[config.mk]
export PLATFORM = sky130hd
export DESIGN_NAME = ordered_set_difference_unit_flat
export DESIGN_NICKNAME = d
export VERILOG_FILES = /design/src/hw/rtl/osd_pkg.sv /design/src/hw/rtl/osd_req_if.sv /design/src/hw/rtl/osd_res_if.sv /design/src/hw/rtl/ordered_set_difference_unit.sv /design/src/hw/rtl/osd_ram.sv /design/src/flat_wrapper.sv
export SDC_FILE = /design/constraint.sdc
export NUM_CORES = 2
export LEC_CHECK = 0
export BUFFER_PORTS_ARGS = -buffer_cell sky130_fd_sc_hd__buf_2
export CORE_MARGIN = 4
export CORE_UTILIZATION = 26
export DETAILED_ROUTE_END_ITERATION = 7
export PLACE_DENSITY = 0.49
export SETUP_SLACK_MARGIN = 0.15
export SLEW_MARGIN = 25
export SYNTH_ARGS = -nofsm -noshare
export SYNTH_HDL_FRONTEND = slang
export SYNTH_SLANG_ARGS = --single-unit
[constraint.sdc]
create_clock -name i_clk -period 3.9 [get_ports i_clk]
set_input_delay 0.39 -clock i_clk [delete_from_list [all_inputs] [get_ports i_clk]]
set_output_delay 0.39 -clock i_clk [all_outputs]
set_load 0.02 [all_outputs]
[src/hw/rtl/osd_pkg.sv]
// Shared types, codes and default sizes for the ordered set difference unit.
package osd_pkg;

    // Width of the value fields on the request and result channels.
    localparam int VALUE_PORT_W = 32;

    // Defaults for the top-level parameters.
    localparam int EXCLUDE_DEPTH_DEF = 64;
    localparam int PASSED_DEPTH_DEF  = 64;
    localparam int VALUE_WIDTH_DEF   = 32;

    // Request codes; code three is unused and gives an empty result.
    typedef enum logic [1:0] {
        REQ_CLEAR = 2'd0,
        REQ_LOAD  = 2'd1,
        REQ_TEST  = 2'd2
    } t_req_type;

    // Sequencer states.
    typedef enum logic [2:0] {
        ST_IDLE,
        ST_EXEC,
        ST_SCAN_EX,
        ST_SCAN_PA,
        ST_APPEND,
        ST_FINISH
    } t_state;

endpackage

[src/hw/rtl/osd_req_if.sv]
// Request channel interface: valid/ready handshake with request type and value.
interface osd_req_if;
    logic                              valid;
    logic                              ready;
    logic [1:0]                        req_type;
    logic [osd_pkg::VALUE_PORT_W-1:0]  value;

    modport source (output valid, output req_type, output value, input ready);
    modport sink   (input valid, input req_type, input value, output ready);
endinterface

[src/hw/rtl/osd_res_if.sv]
// Result channel interface: valid/ready handshake with kept flag, value and overflow.
interface osd_res_if;
    logic                              valid;
    logic                              ready;
    logic                              kept;
    logic [osd_pkg::VALUE_PORT_W-1:0]  out_value;
    logic                              overflow;

    modport source (output valid, output kept, output out_value, output overflow,
                    input ready);
    modport sink   (input valid, input kept, input out_value, input overflow,
                    output ready);
endinterface

[src/hw/rtl/ordered_set_difference_unit.sv]
// Top level of the ordered set difference unit: sequencer, two tables and one comparator.
//
//   Channel  Dir  Handshake            Payload
//   i_req    in   valid / ready        req_type[1:0], value[31:0]
//   o_res    out  valid / ready        kept, out_value[31:0], overflow
//
// A clear, a load or an unused request code passes from acceptance through the execute
// state to the finish state, which moves the result into the result register. A test
// scans the excluded and then the passed table up to their current fill counts, so its
// run grows with them; the single comparator scans both tables one entry a cycle.
// A match ends the scan early. Reset clears both fill counts, so no clearing pass runs.
// The next request is taken once the result has been moved into the output register;
// a stalled result holds the sequencer in its final state until the register frees.
module ordered_set_difference_unit #(
    parameter int EXCLUDE_DEPTH = osd_pkg::EXCLUDE_DEPTH_DEF,
    parameter int PASSED_DEPTH  = osd_pkg::PASSED_DEPTH_DEF,
    parameter int VALUE_WIDTH   = osd_pkg::VALUE_WIDTH_DEF
) (
    input  logic       i_clk,
    input  logic       i_rst_n,
    osd_req_if.sink    i_req,
    osd_res_if.source  o_res
);

    // Address and count widths. Counts must be able to hold the depth itself.
    localparam int EAW = (EXCLUDE_DEPTH > 1) ? $clog2(EXCLUDE_DEPTH) : 1;
    localparam int PAW = (PASSED_DEPTH > 1) ? $clog2(PASSED_DEPTH) : 1;
    localparam int ECW = $clog2(EXCLUDE_DEPTH + 1);
    localparam int PCW = $clog2(PASSED_DEPTH + 1);
    localparam int IW  = (ECW > PCW) ? ECW : PCW;
    localparam int OW  = osd_pkg::VALUE_PORT_W;

    // Control state.
    osd_pkg::t_state     r_state, n_state;
    logic [ECW-1:0]      r_ex_cnt, n_ex_cnt;
    logic [PCW-1:0]      r_pa_cnt, n_pa_cnt;
    logic [IW-1:0]       r_idx, n_idx;
    logic                r_pend, n_pend;
    logic                r_o_valid, n_o_valid;

    // Payload state.
    logic [1:0]             r_req, n_req;
    logic [VALUE_WIDTH-1:0] r_val, n_val;
    logic                   r_kept, n_kept;
    logic                   r_ovf, n_ovf;
    logic                   r_o_kept, n_o_kept;
    logic [OW-1:0]          r_o_val, n_o_val;
    logic                   r_o_ovf, n_o_ovf;

    // Table ports.
    logic                   w_ex_we, w_pa_we;
    logic [VALUE_WIDTH-1:0] w_ex_rdata, w_pa_rdata, w_rdata;
    logic                   w_match;

    osd_ram #(
        .WIDTH (VALUE_WIDTH),
        .DEPTH (EXCLUDE_DEPTH)
    ) u_ex_ram (
        .i_clk   (i_clk),
        .i_we    (w_ex_we),
        .i_waddr (r_ex_cnt[EAW-1:0]),
        .i_wdata (r_val),
        .i_raddr (r_idx[EAW-1:0]),
        .o_rdata (w_ex_rdata)
    );

    osd_ram #(
        .WIDTH (VALUE_WIDTH),
        .DEPTH (PASSED_DEPTH)
    ) u_pa_ram (
        .i_clk   (i_clk),
        .i_we    (w_pa_we),
        .i_waddr (r_pa_cnt[PAW-1:0]),
        .i_wdata (r_val),
        .i_raddr (r_idx[PAW-1:0]),
        .o_rdata (w_pa_rdata)
    );

    // The one comparator is shared by both scans. A pending read is always finished
    // before the scan moves from the excluded table to the passed table, so the
    // state alone selects which table's read data is compared.
    assign w_rdata = (r_state == osd_pkg::ST_SCAN_PA) ? w_pa_rdata : w_ex_rdata;
    assign w_match = r_pend && (w_rdata == r_val);

    assign i_req.ready     = (r_state == osd_pkg::ST_IDLE);
    assign o_res.valid     = r_o_valid;
    assign o_res.kept      = r_o_kept;
    assign o_res.out_value = r_o_val;
    assign o_res.overflow  = r_o_ovf;

    // Next state and datapath control.
    always_comb begin
        n_state   = r_state;
        n_ex_cnt  = r_ex_cnt;
        n_pa_cnt  = r_pa_cnt;
        n_idx     = r_idx;
        n_pend    = 1'b0;
        n_o_valid = r_o_valid;
        n_req     = r_req;
        n_val     = r_val;
        n_kept    = r_kept;
        n_ovf     = r_ovf;
        n_o_kept  = r_o_kept;
        n_o_val   = r_o_val;
        n_o_ovf   = r_o_ovf;
        w_ex_we   = 1'b0;
        w_pa_we   = 1'b0;

        // The output register empties when the downstream side takes the result.
        if (r_o_valid && o_res.ready) begin
            n_o_valid = 1'b0;
        end

        case (r_state)
            osd_pkg::ST_IDLE: begin
                if (i_req.valid) begin
                    n_req   = i_req.req_type;
                    n_val   = VALUE_WIDTH'(i_req.value);
                    n_state = osd_pkg::ST_EXEC;
                end
            end

            osd_pkg::ST_EXEC: begin
                n_kept = 1'b0;
                n_ovf  = 1'b0;
                case (r_req)
                    osd_pkg::REQ_CLEAR: begin
                        n_ex_cnt = '0;
                        n_pa_cnt = '0;
                        n_state  = osd_pkg::ST_FINISH;
                    end
                    osd_pkg::REQ_LOAD: begin
                        if (r_ex_cnt < ECW'(EXCLUDE_DEPTH)) begin
                            w_ex_we  = 1'b1;
                            n_ex_cnt = r_ex_cnt + ECW'(1);
                        end else begin
                            n_ovf = 1'b1;
                        end
                        n_state = osd_pkg::ST_FINISH;
                    end
                    osd_pkg::REQ_TEST: begin
                        n_idx   = '0;
                        n_state = osd_pkg::ST_SCAN_EX;
                    end
                    default: begin
                        n_state = osd_pkg::ST_FINISH;
                    end
                endcase
            end

            osd_pkg::ST_SCAN_EX: begin
                if (w_match) begin
                    n_state = osd_pkg::ST_FINISH;
                end else if (r_idx < IW'(r_ex_cnt)) begin
                    n_idx  = r_idx + IW'(1);
                    n_pend = 1'b1;
                end else begin
                    n_idx   = '0;
                    n_state = osd_pkg::ST_SCAN_PA;
                end
            end

            osd_pkg::ST_SCAN_PA: begin
                if (w_match) begin
                    n_state = osd_pkg::ST_FINISH;
                end else if (r_idx < IW'(r_pa_cnt)) begin
                    n_idx  = r_idx + IW'(1);
                    n_pend = 1'b1;
                end else begin
                    n_state = osd_pkg::ST_APPEND;
                end
            end

            osd_pkg::ST_APPEND: begin
                // New and not excluded: pass it on, and remember it if there is room.
                n_kept = 1'b1;
                if (r_pa_cnt < PCW'(PASSED_DEPTH)) begin
                    w_pa_we  = 1'b1;
                    n_pa_cnt = r_pa_cnt + PCW'(1);
                end else begin
                    n_ovf = 1'b1;
                end
                n_state = osd_pkg::ST_FINISH;
            end

            osd_pkg::ST_FINISH: begin
                if (!r_o_valid || o_res.ready) begin
                    n_o_valid = 1'b1;
                    n_o_kept  = r_kept;
                    n_o_val   = r_kept ? OW'(r_val) : '0;
                    n_o_ovf   = r_ovf;
                    n_state   = osd_pkg::ST_IDLE;
                end
            end

            default: begin
                n_state = osd_pkg::ST_IDLE;
            end
        endcase
    end

    // Control registers.
    always_ff @(posedge i_clk) begin
        if (!i_rst_n) begin
            r_state   <= osd_pkg::ST_IDLE;
            r_ex_cnt  <= '0;
            r_pa_cnt  <= '0;
            r_idx     <= '0;
            r_pend    <= 1'b0;
            r_o_valid <= 1'b0;
        end else begin
            r_state   <= n_state;
            r_ex_cnt  <= n_ex_cnt;
            r_pa_cnt  <= n_pa_cnt;
            r_idx     <= n_idx;
            r_pend    <= n_pend;
            r_o_valid <= n_o_valid;
        end
    end

    // Payload registers.
    always_ff @(posedge i_clk) begin
        r_req    <= n_req;
        r_val    <= n_val;
        r_kept   <= n_kept;
        r_ovf    <= n_ovf;
        r_o_kept <= n_o_kept;
        r_o_val  <= n_o_val;
        r_o_ovf  <= n_o_ovf;
    end

    // The fill counts never pass the table depths.
    a_ex_cnt_bound: assert property (@(posedge i_clk) disable iff (!i_rst_n)
        r_ex_cnt <= ECW'(EXCLUDE_DEPTH))
        else $error("excluded count beyond table depth");

    a_pa_cnt_bound: assert property (@(posedge i_clk) disable iff (!i_rst_n)
        r_pa_cnt <= PCW'(PASSED_DEPTH))
        else $error("passed count beyond table depth");

    // A result that is not kept carries a zero value.
    a_drop_zero: assert property (@(posedge i_clk) disable iff (!i_rst_n)
        (o_res.valid && !o_res.kept) |-> (o_res.out_value == '0))
        else $error("dropped result carries a value");

    // A kept result flagged as overflow can only come from a full passed table. It is
    // checked while the result is still in the sequencer, before a later clear can
    // empty the table under a stalled output register.
    a_kept_ovf_full: assert property (@(posedge i_clk) disable iff (!i_rst_n)
        (r_state == osd_pkg::ST_FINISH && r_kept && r_ovf)
            |-> (r_pa_cnt == PCW'(PASSED_DEPTH)))
        else $error("kept overflow while passed table has room");

    // An accepted transaction always moves the sequencer into execution.
    a_accept_exec: assert property (@(posedge i_clk) disable iff (!i_rst_n)
        (i_req.valid && i_req.ready) |=> (r_state == osd_pkg::ST_EXEC))
        else $error("accepted transaction not executed");

endmodule

[src/hw/rtl/osd_ram.sv]
// Generic single-write, single-read RAM with registered read data.
module osd_ram #(
    parameter  int WIDTH = 32,
    parameter  int DEPTH = 64,
    localparam int AW    = (DEPTH > 1) ? $clog2(DEPTH) : 1
) (
    input  logic             i_clk,
    input  logic             i_we,
    input  logic [AW-1:0]    i_waddr,
    input  logic [WIDTH-1:0] i_wdata,
    input  logic [AW-1:0]    i_raddr,
    output logic [WIDTH-1:0] o_rdata
);

    logic [WIDTH-1:0] r_mem [DEPTH];
    logic [WIDTH-1:0] r_rdata;

    always_ff @(posedge i_clk) begin
        if (i_we) begin
            r_mem[i_waddr] <= i_wdata;
        end
        r_rdata <= r_mem[i_raddr];
    end

    assign o_rdata = r_rdata;

endmodule

[src/flat_wrapper.sv]
// flat-port wrapper written by rule: the top's interface ports become plain ports
module ordered_set_difference_unit_flat 
#(
    parameter int EXCLUDE_DEPTH = osd_pkg::EXCLUDE_DEPTH_DEF,
    parameter int PASSED_DEPTH  = osd_pkg::PASSED_DEPTH_DEF,
    parameter int VALUE_WIDTH   = osd_pkg::VALUE_WIDTH_DEF
)
  (i_clk, i_rst_n, i_req_valid, i_req_req_type, i_req_value, i_req_ready, o_res_valid, o_res_kept, o_res_out_value, o_res_overflow, o_res_ready);
  osd_req_if i_req_i ();
  osd_res_if o_res_i ();
  input  logic i_clk;
  input  logic i_rst_n;
  input wire logic [$bits(i_req_i.valid)-1:0] i_req_valid;
  input wire logic [$bits(i_req_i.req_type)-1:0] i_req_req_type;
  input wire logic [$bits(i_req_i.value)-1:0] i_req_value;
  output wire logic [$bits(i_req_i.ready)-1:0] i_req_ready;
  output wire logic [$bits(o_res_i.valid)-1:0] o_res_valid;
  output wire logic [$bits(o_res_i.kept)-1:0] o_res_kept;
  output wire logic [$bits(o_res_i.out_value)-1:0] o_res_out_value;
  output wire logic [$bits(o_res_i.overflow)-1:0] o_res_overflow;
  input wire logic [$bits(o_res_i.ready)-1:0] o_res_ready;
  assign i_req_i.valid = i_req_valid;
  assign i_req_i.req_type = i_req_req_type;
  assign i_req_i.value = i_req_value;
  assign i_req_ready = i_req_i.ready;
  assign o_res_valid = o_res_i.valid;
  assign o_res_kept = o_res_i.kept;
  assign o_res_out_value = o_res_i.out_value;
  assign o_res_overflow = o_res_i.overflow;
  assign o_res_i.ready = o_res_ready;
  ordered_set_difference_unit #(.EXCLUDE_DEPTH(EXCLUDE_DEPTH), .PASSED_DEPTH(PASSED_DEPTH), .VALUE_WIDTH(VALUE_WIDTH)) u_core (.i_clk(i_clk), .i_rst_n(i_rst_n), .i_req(i_req_i), .o_res(o_res_i));
endmodule
==> summary.txt <==
Status
  – Status: finished clean

Flow run
  – Maxcap violations: 0

Global routing
  – First-pass GRT wire length: 644000 um
  – Vias in the first global route: 76800
  – Grt ovf: 0
  – Initial antenna violation count: 47
  – GRT Overall Usage: 14.4%
  – Largest net degree at the start of global routing: 130

Yosys
  – Post-Syn Area: 161000 sq um
  – Post-synth EDFFs: 4166
  – Synth unique cells: 63
  – Cells after Synth: 6431
  – Ys async rst share: 0%
  – Synth warn: 0
  – Post-synth net total: 6484
  – Synth Register Bits: 4256
  – Synth Flop Type: edfxtp_1
  – Post-synthesis sequential area ratio: 78.6%
  – Syn avg cell area: 25.1 sq um

Drt
  – DR vias/cell: 4.75
  – Pre-Repair DR Iteration Count: 6
  – DRC viols: 0
  – DRT iter0 DRCs: 9025
  – Final ANT Viol Nets: 0
  – DR WL/cell: 30.0 um
  – DRT Wirelength: 471000 um
  – Via count: 74600

Timing
  – Max Clock Skew: 0.0563 ns
  – Min Tclk post-route: 3.63 ns
  – Fmax: 275 MHz
  – RSZ-0062 raised after global routing: false
  – Slew HR: 25.3%
  – Final Slew Violations: 0
  – Slew @ Worst Pin: 1.11 ns
  – Hold Fails Final Rpt: 0
  – Final cycle utilization of the critical path: 93.1%
  – TNS Setup: 0 ns
  – Final setup fails: 0
  – Hold WS: 0.0949 ns

Layout
  – Register Area: 127000 sq um
  – Post-Layout Cell Count: 15700
  – Fillers: 58800
  – Area Overhead vs Synth: 18.2%
  – Share of layout cells above drive strength 1: 34.5%
  – Final #Nets: 7065
  – Area of the multi-input gates: 33900 sq um
  – Most frequent cells in the layout: edfxtp_1 (4166), mux4_2 (1344), clkbuf_16 (425)
  – Commonest non-fill, non-tap cell in the layout: edfxtp_1

Power
  – Comb pwr share: 3.6%
  – Internal power: 74.7 mW
  – Clock share of power: 42.2%
  – Leak Pwr: 55.3 nW
  – Flop pwr share: 54.2%
  – PD cells: 499 nW/um^2
  – Switching pwr: 20.5 mW
  – Switching share of power: 21.5%
  – Worst vdd ir: 385 uV

Placed design
  – Port Buffers: 73
  – Placed cells: 14800
  – Hpwl dp: 268000 um
  – Final GP Congestion: 0.809

Worst setup path
  – Setup CP Type: flip-flop to flip-flop
  – Required time worst endpoint: 4.83 ns
  – CP endpoint kind: flip-flop
  – Setup crit start kind: flip-flop
  – Worst path arrival time: 4.56 ns
  – Worst-path maximum fanout: 13

Clock network
  – CTS Sinks: 4256
  – Post-cts resize count: 0
  – Root Driver: clkbuf_16
  – Clock Latency Late Sink: 1.02 ns
  – TritonCTS clock tree: done
  – Clock transition at path regs: 0.06 ns
  – CTS buffer count: 420
  – Longest Clk Path Bufs: 4
  – CTS HTree Levels: 5

Hold path
  – Hold/Removal Path Class: primary input to flip-flop

Die
  – Initial Utilization: 26.1%
  – Core ar.: 619000 sq um
  – Row count: 289
  – Die width: 796 um
  – # IOs: 74
  – Die area: 633000 sq um
  – Die height: 796 um
## flip-flops by register name (all words and copies together) (netlist names), 2 cells and up
name	count
u_core.u_ex_ram.o_rdata	32
u_core.r_state	3
u_core.u_pa_ram.o_rdata	32
u_core.r_idx	7
u_core.r_req	2
u_core.r_ex_cnt	7
u_core.u_pa_ram.r_mem	2048
u_core.r_pa_cnt	7
u_core.u_ex_ram.r_mem	2048
u_core.r_val	32
u_core.o_res.out_value	32
## cells by family (layout without fill, tap and decap cells)
group,after synthesis,in the layout,share of synthesized area [%]
DFF,4256,4256,78.6
muxes,1356,1356,18.8
buffers and inverters,363,1293,0.921
and+or+nand+nor,320,320,0.912
AOI/OAI and AO/OA,95,95,0.433
xor gates and xnor gates,26,26,0.141
adders and majority gates,15,15,0.116
other,0,42,0
## worst paths after layout
kind | to | startpoint | slack, ns | depth (start not counted)
setup / recovery | u_core.r_state[0] | u_core.r_state[2] | 0.27 | 10
hold / removal | u_core.r_val[11] | i_req_value[11] | 0.09 | 2
setup reg to reg | u_core.r_state[0] | u_core.r_state[2] | 0.27 | 10
hold reg to reg | u_core.o_res.overflow | u_core.r_ovf | 0.43 | 0
## area by class of cell
cell class / count / area share (%)
inverters: 41 / 0.0807
flip-flops and latches: 4256 / 66.6
well taps: 8293 / 5.44
multi-input cells: 1812 / 17.8
diodes: 42 / 0.0551
repair buffers: 481 / 2.98
clock buffers: 519 / 5.86
clock inverters: 252 / 1.23
## per-layer routing
metal	routed length (um)	up-vias	GRT usage (%)
li1	-	29200	-
met5	26	-	0
met1	200000	42000	20.0
met2	228000	2765	23.9
met4	12600	4	3.57
met3	30300	588	2.32
## power groups by stage
stage | combinational [mW] | sequential (mW) | clock (mW)
finish | 3.43 | 51.6 | 40.2
global route | 3.65 | 51.5 | 43.0
CTS | 3.48 | 51.6 | 41.1
floorplan | 0.921 | 53.1 | 0
detailed placement | 3.44 | 52.5 | 0
global placement | 3.30 | 52.5 | 0
## synth_stat cells, types with 12 or more instances
master    count  share of area, %
edfxtp_1   4166                78
mux4_2     1344                19
clkbuf_1    214              0.50
nor2_1      161              0.37
dfxtp_1      90               1.1
buf_2        87              0.27
inv_1        39             0.091
nand2_1      38             0.088
and2_1       37              0.14
nand3_1      26             0.081
a21oi_1      20             0.062
buf_1        19             0.044
ha_1         15              0.12
xor2_1       14             0.076
mux2i_1      12             0.074
xnor2_1      12             0.065
## per-stage QoR
stage | total power, mW | setup WS, ns | cell area [sq um] | utilization [%]
after floorplan | 54.0 | 0.135 | 161000 | -
after global placement | 55.8 | 0.234 | 177000 | 28.5
after detailed placement | 56.0 | 0.336 | 177000 | 28.5
after CTS | 96.2 | 0.339 | 191000 | 30.8
after global routing | 98.2 | 0.166 | 191000 | 30.8
final | 95.2 | 0.270 | 191000 | 30.8
## timing repair
item	CTS	global route
setup buffers	0	0
hold endpoints to repair	49	0
hold buffers	38	0
## worst max-delay path: stages, from the launching register on
cell	delay, ns
dfxtp_1	0.44
nand3b_1	0.58
a211oi_1	0.40
a21oi_1	0.07
a2111oi_0	0.45
nand4_1	0.21
nor3_1	0.43
o21ai_0	0.16
a21oi_1	0.16
o21a_1	0.12
dlygate4sd3_1	0.54
Note: power is estimated with default switching activity, not from simulation.
